`config.mk`:
```
export PLATFORM = sky130hd
export DESIGN_NAME = lca_wstore
export DESIGN_NICKNAME = d
export VERILOG_FILES = /design/src/rtl/lca_pkg.sv /design/src/rtl/lca_wstore.sv
export SDC_FILE = /design/constraint.sdc
export NUM_CORES = 2
export LEC_CHECK = 0
export CAP_MARGIN = 20
export CORE_MARGIN = 2
export CORE_UTILIZATION = 30
export CTS_CLUSTER_DIAMETER = 150
export DETAILED_ROUTE_END_ITERATION = 7
export DONT_BUFFER_PORTS = 1
export HOLD_SLACK_MARGIN = 0.06
export PLACE_DENSITY = 0.47
export SKIP_LAST_GASP = 1
export SYNTH_ARGS = -nofsm -noshare
export SYNTH_HDL_FRONTEND = slang
export SYNTH_MEMORY_MAX_BITS = 65536
export SYNTH_SLANG_ARGS = --single-unit
```
`constraint.sdc`:
```
create_clock -name i_clk -period 3.9 [get_ports i_clk]
set_input_delay 0.78 -clock i_clk [delete_from_list [all_inputs] [get_ports i_clk]]
set_output_delay 0.78 -clock i_clk [all_outputs]
set_load 0.02 [all_outputs]
```
`src/rtl/lca_pkg.sv`:
```
// ----------------------------------------------------------------------------
// lca_pkg
// shared constants, payload structs and helpers of the linear classifier
// ----------------------------------------------------------------------------
`timescale 1ns / 1ps
`default_nettype none

package lca_pkg;

    localparam int MAX_FEATURES = 32;
    localparam int MAX_CLASSES  = 8;

    // field widths
    localparam int ROW_W   = 6;
    localparam int CLS_W   = 3;
    localparam int NCLS_W  = 4;
    localparam int WGT_W   = 16;
    localparam int FEAT_W  = 16;
    localparam int SCORE_W = 40;
    localparam int PROD_W  = FEAT_W + WGT_W + 1;
    localparam int SUM_W   = SCORE_W + 1;

    // weight store geometry, bias row follows the feature rows
    localparam int DEPTH  = (MAX_FEATURES + 1) * MAX_CLASSES;
    localparam int ADDR_W = $clog2(DEPTH);

    // configuration port
    localparam int PADDR_W = 3;
    localparam int PDATA_W = 32;

    localparam logic REG_NUM_CLASSES  = 1'b0;
    localparam logic REG_NUM_FEATURES = 1'b1;

    localparam logic OP_WEIGHT  = 1'b0;
    localparam logic OP_FEATURE = 1'b1;

    localparam logic signed [SCORE_W-1:0] SCORE_MAX = {1'b0, {(SCORE_W-1){1'b1}}};
    localparam logic signed [SCORE_W-1:0] SCORE_MIN = {1'b1, {(SCORE_W-1){1'b0}}};

    typedef struct packed {
        logic                    operation;
        logic [ROW_W-1:0]        weight_row;
        logic [CLS_W-1:0]        class_index;
        logic signed [WGT_W-1:0] weight_value;
        logic [FEAT_W-1:0]       feature_value;
    } t_in_item;

    typedef struct packed {
        logic [CLS_W-1:0]          predicted_class;
        logic signed [SCORE_W-1:0] best_score;
    } t_out_item;

    // effective configuration
    typedef struct packed {
        logic [CLS_W-1:0] last_cls;
        logic [ROW_W-1:0] nfeat;
    } t_cfg;

    // one class step for the multiply-accumulate pipe
    typedef struct packed {
        logic              issue;
        logic              first;
        logic [CLS_W-1:0]  cls;
        logic [FEAT_W-1:0] feat;
    } t_mac_cmd;

    typedef struct packed {
        logic                      busy;
        logic [CLS_W-1:0]          best_cls;
        logic signed [SCORE_W-1:0] best_score;
    } t_mac_stat;

    function automatic logic [ADDR_W-1:0] f_waddr(input logic [ROW_W-1:0] row,
                                                   input logic [CLS_W-1:0] cls);
        return ADDR_W'(row) * ADDR_W'(MAX_CLASSES) + ADDR_W'(cls);
    endfunction

endpackage

`default_nettype wire

```
`src/rtl/lca_wstore.sv`:
```
// ----------------------------------------------------------------------------
// lca_wstore
// weight and bias memory, one write port and two registered read ports
// ----------------------------------------------------------------------------
`timescale 1ns / 1ps
`default_nettype none

module lca_wstore import lca_pkg::*; (
    input  wire logic                    i_clk,
    input  wire logic                    i_wr_en,
    input  wire logic [ADDR_W-1:0]       i_wr_addr,
    input  wire logic signed [WGT_W-1:0] i_wr_data,
    input  wire logic [ADDR_W-1:0]       i_rd_addr_a,
    input  wire logic [ADDR_W-1:0]       i_rd_addr_b,
    output logic signed [WGT_W-1:0]      o_rd_data_a,
    output logic signed [WGT_W-1:0]      o_rd_data_b
);

    logic signed [WGT_W-1:0] r_mem [DEPTH];

    always_ff @(posedge i_clk) begin
        if (i_wr_en) begin
            r_mem[i_wr_addr] <= i_wr_data;
        end
    end

    always_ff @(posedge i_clk) begin
        o_rd_data_a <= r_mem[i_rd_addr_a];
        o_rd_data_b <= r_mem[i_rd_addr_b];
    end

endmodule

`default_nettype wire

```
==> Implementation_results.wiki <==
{| class="wikitable"
! Metric !! Value
|-
| Run status || finished, violations left
|-
| Violated checks || negative hold slack, max-slew violations, negative setup slack
|-
| Synth Net Count || 10100
|-
| Largest cells by area after synthesis || sky130_fd_sc_hd__edfxtp_1 64%, sky130_fd_sc_hd__mux4_2 23%, sky130_fd_sc_hd__mux2i_1 3.5%
|-
| Depth of the CTS H-tree || 5
|-
| Cell with the most instances after synthesis || sky130_fd_sc_hd__edfxtp_1
|-
| Post-synth top area share || 0.644
|-
| Maximum net fanout on the critical path || 52
|-
| Launch instance of the worst register-to-register path || r_mem[51][4]
|-
| Startpoint class of the critical path || primary input
|-
| Endpoint of the worst hold path || r_mem[97][15]
|-
| Initial antenna violation count || 106
|-
| Commonest register cell after synthesis || sky130_fd_sc_hd__edfxtp_1
|-
| Minimum clock period || 4.09 ns
|-
| Number of design-rule violations left by the first detailed-router iteration || 21600
|-
| Clock tree from TritonCTS || done
|-
| Post-CTS clock slew at the launch and capture registers of the worst setup and hold paths || 0.06 ns
|-
| Vias post-DR || 126000
|-
| Fraction of the cycle the final worst path needs || 1.05
|-
| Vias per std cell || 6.16
|-
| Capturing point of the worst reg2reg path || o_rd_data_a[4]
|-
| Start-to-end type of the worst setup path || primary input to flip-flop
|-
| Largest net degree at the start of global routing || 306
|-
| Buffer levels on the longest clock path || 4
|-
| Root buffer cell || sky130_fd_sc_hd__clkbuf_16
|-
| Initial Util || 0.301
|-
| Number of sinks on the clock net || 4256
|-
| Post-route total power || 106 mW
|-
| Antenna violation net count after detailed routing || 0
|-
| Port buffer count || 0
|-
| Synth unique cells || 70
|-
| Net count, final || 11400
|-
| Share of flip-flops with an asynchronous set or reset after synthesis || 0
|-
| Achievable frequency || 245 MHz
|-
| Warnings from Yosys || 0
|-
| Hold_ws || -0.0885 ns
|-
| DRC violation count after routing || 0
|-
| Leading area contributor after synthesis || sky130_fd_sc_hd__edfxtp_1
|-
| Number of slew-limit violations in the final report || 709
|-
| Die Outline Area || 0.663 mm²
|-
| Number of violations of the max-capacitance limit || 0
|-
| Number of flops mapped to enable cells by yosys || 4224
|-
| Count of fill cells added during filler insertion || 60400
|-
| Total of flip-flops plus latches after synthesis || 4256
|-
| Total of endpoints with negative setup slack in the final report || 7
|-
| TritonCTS Buffers || 462
|-
| Post-synth top cells || 4224 x sky130_fd_sc_hd__edfxtp_1, 1995 x sky130_fd_sc_hd__mux4_2, 683 x sky130_fd_sc_hd__mux2i_1
|-
| Depth of the worst register-to-register path || 11
|-
| Die height || 814 µm
|-
| Setup slack on the worst flop-to-flop path || 0.38 ns
|-
| Synthesized area || 0.197 mm²
|-
| Instance count of the mapped netlist || 10100
|-
| Worst Setup Slack post-DPL || -2.15 ns
|-
| Critical path startpoint || i_rd_addr_a[4]
|-
| Wire length of the first global-routing pass || 1170000 µm
|-
| Hold/Removal Path Class || primary input to flip-flop
|-
| Half-perimeter wire length of the detailed placement result || 577000 µm
|-
| Routed len/inst || 43.8 µm
|-
| Layout Skew || 0.113 ns
|-
| Unrepaired setup endpoints after global routing || false
|-
| Multi-input gate area || 0.0660 mm²
|-
| Worst hold path cell count || 0
|-
| Combined global-route utilization of all metal layers || 0.262
|-
| Slack of the critical path || -0.186 ns
|-
| Peak VDD IR || 0.415 mV
|-
| Total count of hold-check failures in the final report || 15
|-
| Pre-Repair DR Iteration Count || 6
|-
| Seq. cell area || 0.127 mm²
|-
| Chip width || 814 µm
|-
| Total Routed Length || 900000 µm
|-
| Number of global-route vias before repair || 122000
|-
| Min-Delay Startpoint || i_wr_data[15]
|-
| Area Growth Syn to Fin || 20.1%
|-
| Final estimated routing congestion in global placement || 0.922
|-
| Worst setup EP type || flip-flop
|-
| Register area share after synthesis || 0.648
|-
| Arrival time at the worst endpoint || 5.11 ns
|-
| Mean instance size in the synthesized netlist || 19.5 µm²
|-
| Top-level port count || 77
|-
| Worst-Margin Slew || 1.99 ns
|-
| Power density relative to cell area || 449 mW/mm²
|-
| Placeable Area || 0.654 mm²
|-
| CP Data Required Time || 4.93 ns
|-
| Share of layout cells above drive strength 1 || 0.397
|-
| Rel. slew slack || -0.324
|-
| Reported leakage power || 75.8 nW
|-
| Number of rows in the core area || 297
|-
| Remaining global-route overflow || 0
|-
| Clock latency at the later pin of the worst-skew pair || 1.12 ns
|}
## cells by family after synthesis
group,count (synthesis),share of synthesized area
flops,4256,0.648
buf+inv,809,0.0222
simple gates,1289,0.0295
compound gates,1021,0.0362
mux,2701,0.264
## layer usage
layer | share of wire | vias to the layer above | track usage | wire (µm)
li1 | - | 46300 | - | -
met1 | 0.38 | 69200 | 0.349 | 343000
met2 | 0.44 | 9343 | 0.390 | 393000
met3 | 0.12 | 1675 | 0.0778 | 108000
met4 | 0.062 | 24 | 0.134 | 55500
met5 | 0.00021 | - | 0 | 190
## placed cells by master, fill, tap and decap left out, types with 112 or more instances in the layout
cell type,netlist,final
sky130_fd_sc_hd__mux2i_1,683,683
sky130_fd_sc_hd__buf_4,177,1306
sky130_fd_sc_hd__o22ai_1,134,134
sky130_fd_sc_hd__a22oi_1,196,196
sky130_fd_sc_hd__edfxtp_1,4224,4224
sky130_fd_sc_hd__nand3_1,160,156
sky130_fd_sc_hd__buf_12,0,250
sky130_fd_sc_hd__nor2_2,1,271
sky130_fd_sc_hd__nor2_1,389,112
sky130_fd_sc_hd__mux4_2,1995,1995
sky130_fd_sc_hd__clkbuf_16,0,471
sky130_fd_sc_hd__a21oi_1,181,179
sky130_fd_sc_hd__nand2_1,443,429
## layout make-up
class                      instances  share of cell area
inverter                          12            0.000349
timing repair buffer            1620              0.0690
antenna                          107             0.00113
clock buffer                     563              0.0516
multi-input combinational       5011               0.279
tap                             8671              0.0459
sequential                      4256               0.539
clock inverter                   296              0.0135
## power breakdown
group          switching, mW  internal (mW)
clock network           19.6           25.9
registers              0.256           50.4
logic                   5.99           3.88
total                   25.9           80.2
## critical path, cell delays in order
cell	delay, ns
sky130_fd_sc_hd__buf_16	0.33
sky130_fd_sc_hd__buf_16	0.41
sky130_fd_sc_hd__buf_16	0.34
sky130_fd_sc_hd__nor2b_4	0.32
sky130_fd_sc_hd__buf_4	0.27
sky130_fd_sc_hd__buf_4	0.18
sky130_fd_sc_hd__buf_12	0.19
sky130_fd_sc_hd__a22oi_1	0.14
sky130_fd_sc_hd__buf_4	0.18
sky130_fd_sc_hd__a21oi_1	0.21
sky130_fd_sc_hd__buf_4	0.24
sky130_fd_sc_hd__a211oi_1	0.07
sky130_fd_sc_hd__a32o_1	0.36
sky130_fd_sc_hd__a31oi_2	0.39
sky130_fd_sc_hd__buf_4	0.22
## registers in the layout, indices dropped and copies added (netlist names)
name / flops
o_rd_data_b: 16
o_rd_data_a: 16
r_mem: 4224
## worst max-delay path by stage
stage                     end  slack (ns)  cells past startpoint
4_1_cts        o_rd_data_a[9]        0.18                     12
6_report       o_rd_data_a[1]       -0.19                     15
3_3_place_gp   o_rd_data_b[3]       -2.27                     12
3_5_place_dp   o_rd_data_b[3]       -2.15                     12
5_1_grt        o_rd_data_a[1]        0.03                     15
2_1_floorplan  o_rd_data_b[7]        0.91                      9
## stage by stage
stage / hold slack [ns] / std cells / TNS, ns / cell area [µm²] / utilization
floorplan: 0.736 / 10100 / 0 / 197000 / -
finish: -0.0885 / 20500 / -0.479 / 236000 / 0.361
global route: -0.135 / 20500 / 0 / 236000 / 0.361
CTS: 0.0602 / 20400 / 0 / 236000 / 0.360
detailed placement: 0.969 / 19500 / -37.17 / 219000 / 0.335
global placement: 0.952 / 19500 / -37.62 / 219000 / 0.335
## timing repair
action                                 CTS  global route
hold buffers                            41             6
setup endpoints to repair               15            11
cloned                                   4             4
setup buffers                            0             1
endpoints found under the hold margin  857            97
gates resized for setup                  0             5
Note: power is estimated with default switching activity, not from simulation.
