$ cat src/rtl/lca_pkg.sv
// ----------------------------------------------------------------------------
// lca_pkg
// shared constants, payload structs and helpers of the linear classifier
// ----------------------------------------------------------------------------
`timescale 1ns / 1ps
`default_nettype none

package lca_pkg;

    localparam int MAX_FEATURES = 32;
    localparam int MAX_CLASSES  = 8;

    // field widths
    localparam int ROW_W   = 6;
    localparam int CLS_W   = 3;
    localparam int NCLS_W  = 4;
    localparam int WGT_W   = 16;
    localparam int FEAT_W  = 16;
    localparam int SCORE_W = 40;
    localparam int PROD_W  = FEAT_W + WGT_W + 1;
    localparam int SUM_W   = SCORE_W + 1;

    // weight store geometry, bias row follows the feature rows
    localparam int DEPTH  = (MAX_FEATURES + 1) * MAX_CLASSES;
    localparam int ADDR_W = $clog2(DEPTH);

    // configuration port
    localparam int PADDR_W = 3;
    localparam int PDATA_W = 32;

    localparam logic REG_NUM_CLASSES  = 1'b0;
    localparam logic REG_NUM_FEATURES = 1'b1;

    localparam logic OP_WEIGHT  = 1'b0;
    localparam logic OP_FEATURE = 1'b1;

    localparam logic signed [SCORE_W-1:0] SCORE_MAX = {1'b0, {(SCORE_W-1){1'b1}}};
    localparam logic signed [SCORE_W-1:0] SCORE_MIN = {1'b1, {(SCORE_W-1){1'b0}}};

    typedef struct packed {
        logic                    operation;
        logic [ROW_W-1:0]        weight_row;
        logic [CLS_W-1:0]        class_index;
        logic signed [WGT_W-1:0] weight_value;
        logic [FEAT_W-1:0]       feature_value;
    } t_in_item;

    typedef struct packed {
        logic [CLS_W-1:0]          predicted_class;
        logic signed [SCORE_W-1:0] best_score;
    } t_out_item;

    // effective configuration
    typedef struct packed {
        logic [CLS_W-1:0] last_cls;
        logic [ROW_W-1:0] nfeat;
    } t_cfg;

    // one class step for the multiply-accumulate pipe
    typedef struct packed {
        logic              issue;
        logic              first;
        logic [CLS_W-1:0]  cls;
        logic [FEAT_W-1:0] feat;
    } t_mac_cmd;

    typedef struct packed {
        logic                      busy;
        logic [CLS_W-1:0]          best_cls;
        logic signed [SCORE_W-1:0] best_score;
    } t_mac_stat;

    function automatic logic [ADDR_W-1:0] f_waddr(input logic [ROW_W-1:0] row,
                                                   input logic [CLS_W-1:0] cls);
        return ADDR_W'(row) * ADDR_W'(MAX_CLASSES) + ADDR_W'(cls);
    endfunction

endpackage

`default_nettype wire

$ cat src/rtl/lca_cfg.sv
// ----------------------------------------------------------------------------
// lca_cfg
// apb register file for class and feature counts, with range clamping
// ----------------------------------------------------------------------------
`timescale 1ns / 1ps
`default_nettype none

module lca_cfg import lca_pkg::*; (
    input  wire logic               i_clk,
    input  wire logic               i_rst_n,
    input  wire logic               psel,
    input  wire logic               penable,
    input  wire logic               pwrite,
    input  wire logic [PADDR_W-1:0] paddr,
    input  wire logic [PDATA_W-1:0] pwdata,
    output logic      [PDATA_W-1:0] prdata,
    output logic                    pready,
    output t_cfg                    o_cfg
);

    logic [NCLS_W-1:0] r_num_classes;
    logic [ROW_W-1:0]  r_num_features;
    logic              w_wr;
    logic              w_idx;

    assign pready = 1'b1;
    assign w_wr   = psel & penable & pwrite;
    assign w_idx  = paddr[2];

    always_ff @(posedge i_clk) begin
        if (!i_rst_n) begin
            r_num_classes  <= NCLS_W'(MAX_CLASSES);
            r_num_features <= ROW_W'(MAX_FEATURES);
        end else if (w_wr) begin
            case (w_idx)
                REG_NUM_CLASSES:  r_num_classes  <= pwdata[NCLS_W-1:0];
                REG_NUM_FEATURES: r_num_features <= pwdata[ROW_W-1:0];
                default: ;
            endcase
        end
    end

    always_comb begin
        case (w_idx)
            REG_NUM_CLASSES:  prdata = PDATA_W'(r_num_classes);
            REG_NUM_FEATURES: prdata = PDATA_W'(r_num_features);
            default:          prdata = '0;
        endcase
    end

    // zero acts as one, oversize acts as the maximum
    always_comb begin
        if (r_num_classes == '0) begin
            o_cfg.last_cls = '0;
        end else if (r_num_classes > NCLS_W'(MAX_CLASSES)) begin
            o_cfg.last_cls = CLS_W'(MAX_CLASSES - 1);
        end else begin
            o_cfg.last_cls = CLS_W'(r_num_classes - NCLS_W'(1));
        end
        if (r_num_features == '0) begin
            o_cfg.nfeat = ROW_W'(1);
        end else if (r_num_features > ROW_W'(MAX_FEATURES)) begin
            o_cfg.nfeat = ROW_W'(MAX_FEATURES);
        end else begin
            o_cfg.nfeat = r_num_features;
        end
    end

endmodule

`default_nettype wire

$ cat config.mk
export PLATFORM = sky130hd
export DESIGN_NAME = lca_cfg
export DESIGN_NICKNAME = d
export VERILOG_FILES = /design/src/rtl/lca_pkg.sv /design/src/rtl/lca_cfg.sv
export SDC_FILE = /design/constraint.sdc
export NUM_CORES = 1
export LEC_CHECK = 0
export ABC_CLOCK_PERIOD_IN_PS = 1800
export BUFFER_PORTS_ARGS = -buffer_cell sky130_fd_sc_hd__buf_2
export CAP_MARGIN = 40
export CORE_MARGIN = 5
export CORE_UTILIZATION = 37
export CTS_CLUSTER_SIZE = 8
export DETAILED_ROUTE_END_ITERATION = 12
export MAX_ROUTING_LAYER = met4
export PLACE_DENSITY = 0.87
export SETUP_SLACK_MARGIN = 0.4
export SYNTH_ARGS = -nofsm -noshare
export SYNTH_HDL_FRONTEND = slang
export SYNTH_SLANG_ARGS = --single-unit
$ cat constraint.sdc
create_clock -name i_clk -period 1.8 [get_ports i_clk]
set_input_delay 0 -clock i_clk [delete_from_list [all_inputs] [get_ports i_clk]]
set_output_delay 0 -clock i_clk [all_outputs]
set_load 0.01 [all_outputs]
==> run_results.csv, run 1 <==
group,metric,value,unit
placement,gp_congestion,0.769,
run,cap_violations,0,
clock_tree,cts_sinks,10,
placement,port_buffers,26,
clock_tree,cts_buffers,3,
setup_path,worstPathArrival,1.37,ns
placement,place_area,827,um^2
layout,fin_nets,167,
sta,final.period_utilization,76.1,%
die,die_height,56.3,um
clock_tree,cts_root_buf,"clkbuf_4",
yosys,synth_edf_count,0,
yosys,seq_area_frac_synth,25.2,%
yosys,yosys_register_bits,10,
drt,dr.pass1.iters,3,
yosys,ys_top_cells_by_count,"buf_4 (28), nand2_1 (15), dfxtp_1 (10), mux2i_1 (10), nor2b_1 (8)",
die,die-area,3170,um^2
global_route,grt_pass1_wl,2.34,mm
drt,ant_nets,0,
setup_path,setup.worst_path.class,"flip-flop to output port",
sta,fin_ws,0.430,ns
global_route,grt_usage,9.68,%
die,initial_core_util,39.6,%
setup_path,required,1.80,ns
yosys,synth.area.top_cells,"buf_4 (26%), dfxtp_1 (25%), mux2i_1 (13%), nand2_1 (7.1%), nor2b_1 (6.3%)",
die,num_rows,16,
layout,drive_gt1_share,35.5,%
yosys,synth_top_area_cell,"buf_4",
sta,hold_viol,0,
die,core_region_area,2000,um^2
global_route,grt-ovfl-total,0,
global_route,grt_max_degree,18,
worst_hold_path,hp-class,"input port to flip-flop",
drt,drtIter0Drc,4,
clock_tree,cts_tree,"done",
die,pin_count,82,
yosys,synth.distinct_cells,21,
power_and_ir_drop,leakage,0.477,nW
outcome,status,"complete, no violations",
drt,vias,612,
yosys,syn-instance-count,96,
layout,syn_to_final_growth,16.2,%
sta,finalSetupTns,0,ns
layout,n_antenna_cell,0,
sta,rsz0062_at_grt,"yes",
die,die_width,56.3,um
clock_tree,cts_max_path_buffers,2,
sta,min_period,1.37,ns
power_and_ir_drop,max-vdd-ir-drop,0.000259,V
setup_path,cp_slowest_cell,"or4_1",
yosys,syn-cell-area,793,um^2
yosys,yosys_warnings,0,
yosys,synth-main-ff-cell,"dfxtp_1",
global_route,first_global_vias,531,
setup_path,max_stage_delay,0.51,ns
yosys,async_reset_ff_share,0,%
clock_tree,clock_latency,0.27,ns
setup_path,crit_fanout,3,
sta,drv_slew,0,
drt,wl,1.56,mm
drt,wl_per_cell,10.3,um
yosys,synth_top_area_share,26.5,%
setup_path,crit_path_cell_trace,"or4_1 > a21oi_1 > buf_2",
placement,dp_hpwl,1.23,mm
yosys,yosysMostFrequentCell,"buf_4",
yosys,syn_area_per_cell,8.26,um^2
placement,post-place-ws,0.659,ns
layout,design_area,922,um^2
global_route,antenna_found_initial,0,
sta,setup_viol,0,
setup_path,endpoint_kind,"output port",
power_and_ir_drop,powerDensity,525,nW/um^2
drt,drc_errors,0,
layout,fill_cells,207,
clock_tree,clk_pin_slew_worst_paths,0.06,ns
drt,vias_per_cell,4.05,
setup_path,cp-start-kind,"flip-flop",
clock_tree,h-tree-depth,1,
sta,finClkSkew,0,ns
sta,max_freq,730,MHz
[layout by cell type, fill, tap and decap left out]
cell type / n
conb_1: 27
buf_2: 26
nand2_1: 15
mux2i_1: 10
nor2b_1: 8
dfxtp_1: 6
dfxtp_2: 4
inv_1: 3
clkbuf_4: 3
dlygate4sd3_1: 3
inv_2: 2
mux2_2: 2
maj3_2: 2
and2_1: 2
buf_4: 2
o21ai_0: 1
nand2b_4: 1
or4_1: 1
a21oi_1: 1
a21o_1: 1
nand4b_4: 1
and4_1: 1
o21ai_1: 1
ha_4: 1
[flip-flops by register name (all words and copies together), names as in the netlist]
signal	count
r_num_classes	4
r_num_features	6
[worst max-delay path: cells and delay by family, from the launching register on]
family          cells  cell delay, ns
simple gates        1            0.51
flops               1            0.32
buf+inv             1            0.14
compound gates      1            0.12
[power breakdown]
part           leakage (nW)  internal, mW  total (mW)  switching (mW)
Clock                0.0138        0.0772       0.151          0.0741
Combinational         0.380        0.0400       0.102          0.0618
Sequential           0.0830         0.227       0.231         0.00487
[per-layer routing]
metal	track usage [%]	wire length [um]	vias up
met1	11.0	658	261
met5	-	0	-
li1	-	-	311
met2	13.9	670	37
met4	5.08	30	0
met3	4.82	203	3
[path summary, 6_finish.rpt]
kind	from	end	slack, ns	cells after the start
max	r_num_features[2]	o_cfg[0]	0.43	3
min	pwdata[2]	r_num_features[2]	0.003	3
max reg2reg	r_num_features[5]	r_num_features[5]	1.11	2
min reg2reg	r_num_classes[0]	r_num_classes[0]	0.47	2
[through the flow]
step / hold WS [ns] / utilization [%] / total power [mW] / std cells
after floorplan: 0.142 / - / 0.342 / 121
after global placement: 0.251 / 41.3 / 0.323 / 143
after detailed placement: 0.266 / 41.3 / 0.325 / 143
after CTS: 0.00280 / 45.1 / 0.484 / 150
after global routing: 0.0120 / 46.1 / 0.517 / 151
final: 0.00288 / 46.1 / 0.485 / 151
[layout make-up]
class	instances	area, um^2	share of cell area, %
Inverter	5	18.8	2.04
Tap cell	27	33.8	3.66
Sequential cell	10	205	22.3
Clock buffer	3	22.5	2.44
Timing Repair Buffer	31	175	19.0
Multi-Input combinational cell	75	467	50.6
[cell families after synthesis]
family	share of synthesized area, %
DFF	25.2
muxes	15.5
buffers and inverters	30.6
and+or+nand+nor	20.8
adders and majority gates	4.10
AOI/OAI and AO/OA	2.84
other	0.947
[repair_timing]
| action | 4_1_cts | 5_1_grt |
|---|---|---|
| setup endpoints to repair | 2 | 3 |
| hold buffers | 3 | 0 |
| pin swaps | 0 | 3 |
| gates resized for setup | 6 | 5 |
| buffers inserted | 1 | 1 |
| hold endpoints to repair | 3 | 0 |
Power figures use the tool's default switching activity.
==> run 2: changes to the inputs <==
Settings changed: ABC_CLOCK_PERIOD_IN_PS 1800 to 1300, CORE_UTILIZATION 37 to 35, PLACE_DENSITY 0.87 to 0.83.
Clock period 1.8 ns to 1.3 ns, I/O delays scaled along.
==> run_results.csv, run 2 (synthesis results as in run 1) <==
group,metric,value,unit
outcome,status,"complete, but fails checks",
outcome,violations,"negative setup slack",
worst_hold_path,hold_depth,3,
placement,post-place-ws,0.192,ns
layout,largest_reg_flops,6,
power_and_ir_drop,switching_share,28.1,%
die,pin_count,82,
global_route,grt-ovfl-total,0,
setup_path,cp-start-kind,"flip-flop",
sta,finalSetupTns,-0.149,ns
setup_path,r2r_start,"r_num_features[2]",
setup_path,endpoint_kind,"output port",
drt,vias_per_cell,4.16,
setup_path,worstPathArrival,1.37,ns
power_and_ir_drop,max-vdd-ir-drop,0.000320,V
clock_tree,clock_latency,0.26,ns
layout,design_area,1080,um^2
power_and_ir_drop,p_int,0.557,mW
die,die_height,57.6,um
placement,port_buffers,26,
sta,hold_viol,0,
drt,wl,1.80,mm
setup_path,crit_fanout,2,
layout,fill_cells,197,
global_route,grt_usage,10.5,%
sta,max_freq,730,MHz
placement,dp_hpwl,1.31,mm
run,cap_violations,0,
placement,dp.cells,144,
power_and_ir_drop,clkPwrFrac,36.8,%
layout,syn_to_final_growth,36.0,%
clock_tree,cts_buffers,3,
layout,fin_nets,172,
setup_path,required,1.30,ns
die,core_region_area,2190,um^2
power_and_ir_drop,total_power,0.774,mW
setup_path,r2r_cells,5,
drt,drc_errors,0,
power_and_ir_drop,p_seq_share,40.9,%
power_and_ir_drop,pwr-share-comb,22.3,%
layout,stdcell_count,158,
layout,mostFrequentLayoutCell,"conb_1",
sta,whs,0.0108,ns
die,num_rows,17,
drt,drtIter0Drc,11,
placement,gp_congestion,0.786,
setup_path,reg2reg_slack,0.42,ns
setup_path,startpoint,"r_num_features[2]",
drt,dr.pass1.iters,4,
setup_path,setup.worst_path.end,"o_cfg[0]",
die,die_width,57.6,um
setup_path,setup.worst_path.class,"flip-flop to output port",
clock_tree,cts_sinks,10,
clock_tree,cts_max_path_buffers,2,
layout,drive_gt1_share,48.5,%
layout,top_regs,"r_num_features x6, r_num_classes x4",
sta,setup_viol,3,
clock_tree,cts_tree,"done",
drt,vias,658,
global_route,antenna_found_initial,0,
global_route,grt_pass1_wl,2.55,mm
die,initial_core_util,36.2,%
sta,rsz0062_at_grt,"yes",
layout,n_antenna_cell,0,
worst_hold_path,hp-class,"input port to flip-flop",
die,die-area,3320,um^2
placement,place_area,850,um^2
global_route,grt_max_degree,18,
power_and_ir_drop,powerDensity,718,nW/um^2
layout,regMostFlops,"r_num_features",
global_route,first_global_vias,568,
drt,ant_nets,0,
sta,final.period_utilization,105,%
power_and_ir_drop,switchingPower,0.218,mW
drt,wl_per_cell,11.4,um
sta,fin_ws,-0.0694,ns
sta,drv_slew,0,
sta,min_period,1.37,ns
power_and_ir_drop,leakage,0.540,nW
sta,finClkSkew,0,ns
setup_path,rr_endpoint,"r_num_features[2]",
layout,final_cell_mix,"conb_1 (27), buf_2 (19), nand2_1 (13), mux2i_1 (10), buf_6 (10)",
layout,fin_util,49.2,%
clock_tree,h-tree-depth,1,
clock_tree,cts_root_buf,"clkbuf_4",
clock_tree,clk_pin_slew_worst_paths,0.07,ns
-- run 2: what timing repair did --
item                                   in CTS  in global routing
resized for setup                          19                 12
gates cloned                                0                  0
endpoints found under the hold margin       3                  0
setup endpoints to repair                  14                 14
setup buffers                               4                  3
hold buffers                                3                  0
pin swaps                                   8                  1
-- run 2: worst min path at each step --
stage / slack [ns] / end / startpoint
2_1_floorplan: 0.14 / r_num_features[3] / pwdata[3]
6_report: 0.01 / r_num_classes[0] / pwdata[0]
4_1_cts: 0.009 / r_num_classes[0] / pwdata[0]
3_5_place_dp: 0.27 / r_num_features[3] / pwdata[3]
5_1_grt: 0.002 / r_num_features[0] / pwdata[0]
3_3_place_gp: 0.26 / r_num_features[4] / pwdata[4]
-- run 2: power by group through the flow --
stage	clock (mW)	combinational (mW)	sequential, mW
6_report	0.285	0.173	0.317
5_1_grt	0.309	0.188	0.318
4_1_cts	0.288	0.153	0.319
3_5_place_dp	0	0.129	0.327
3_3_place_gp	0	0.126	0.327
2_1_floorplan	0	0.152	0.325
-- run 2: layer usage --
layer / track usage (%) / wire, um / share of wire, %
met4: 5.96 / 26 / 1.4
met5: - / 0 / 0
met2: 17.6 / 954 / 53
met1: 10.3 / 624 / 35
met3: 4.07 / 198 / 11
-- run 2: worst max-delay path, stage by stage (launching register included) --
cell,delay (ns)
dfxtp_2,0.33
or4_4,0.52
a21oi_2,0.12
buf_2,0.14
-- run 2: final cells by class --
type	count	area, um^2	area share [%]
multi-input combinational	75	500	46.4
timing repair buffer	36	268	24.8
sequential	10	218	20.2
clock buffer	4	36.3	3.36
tap	28	35.0	3.25
inverter	5	21.3	1.97
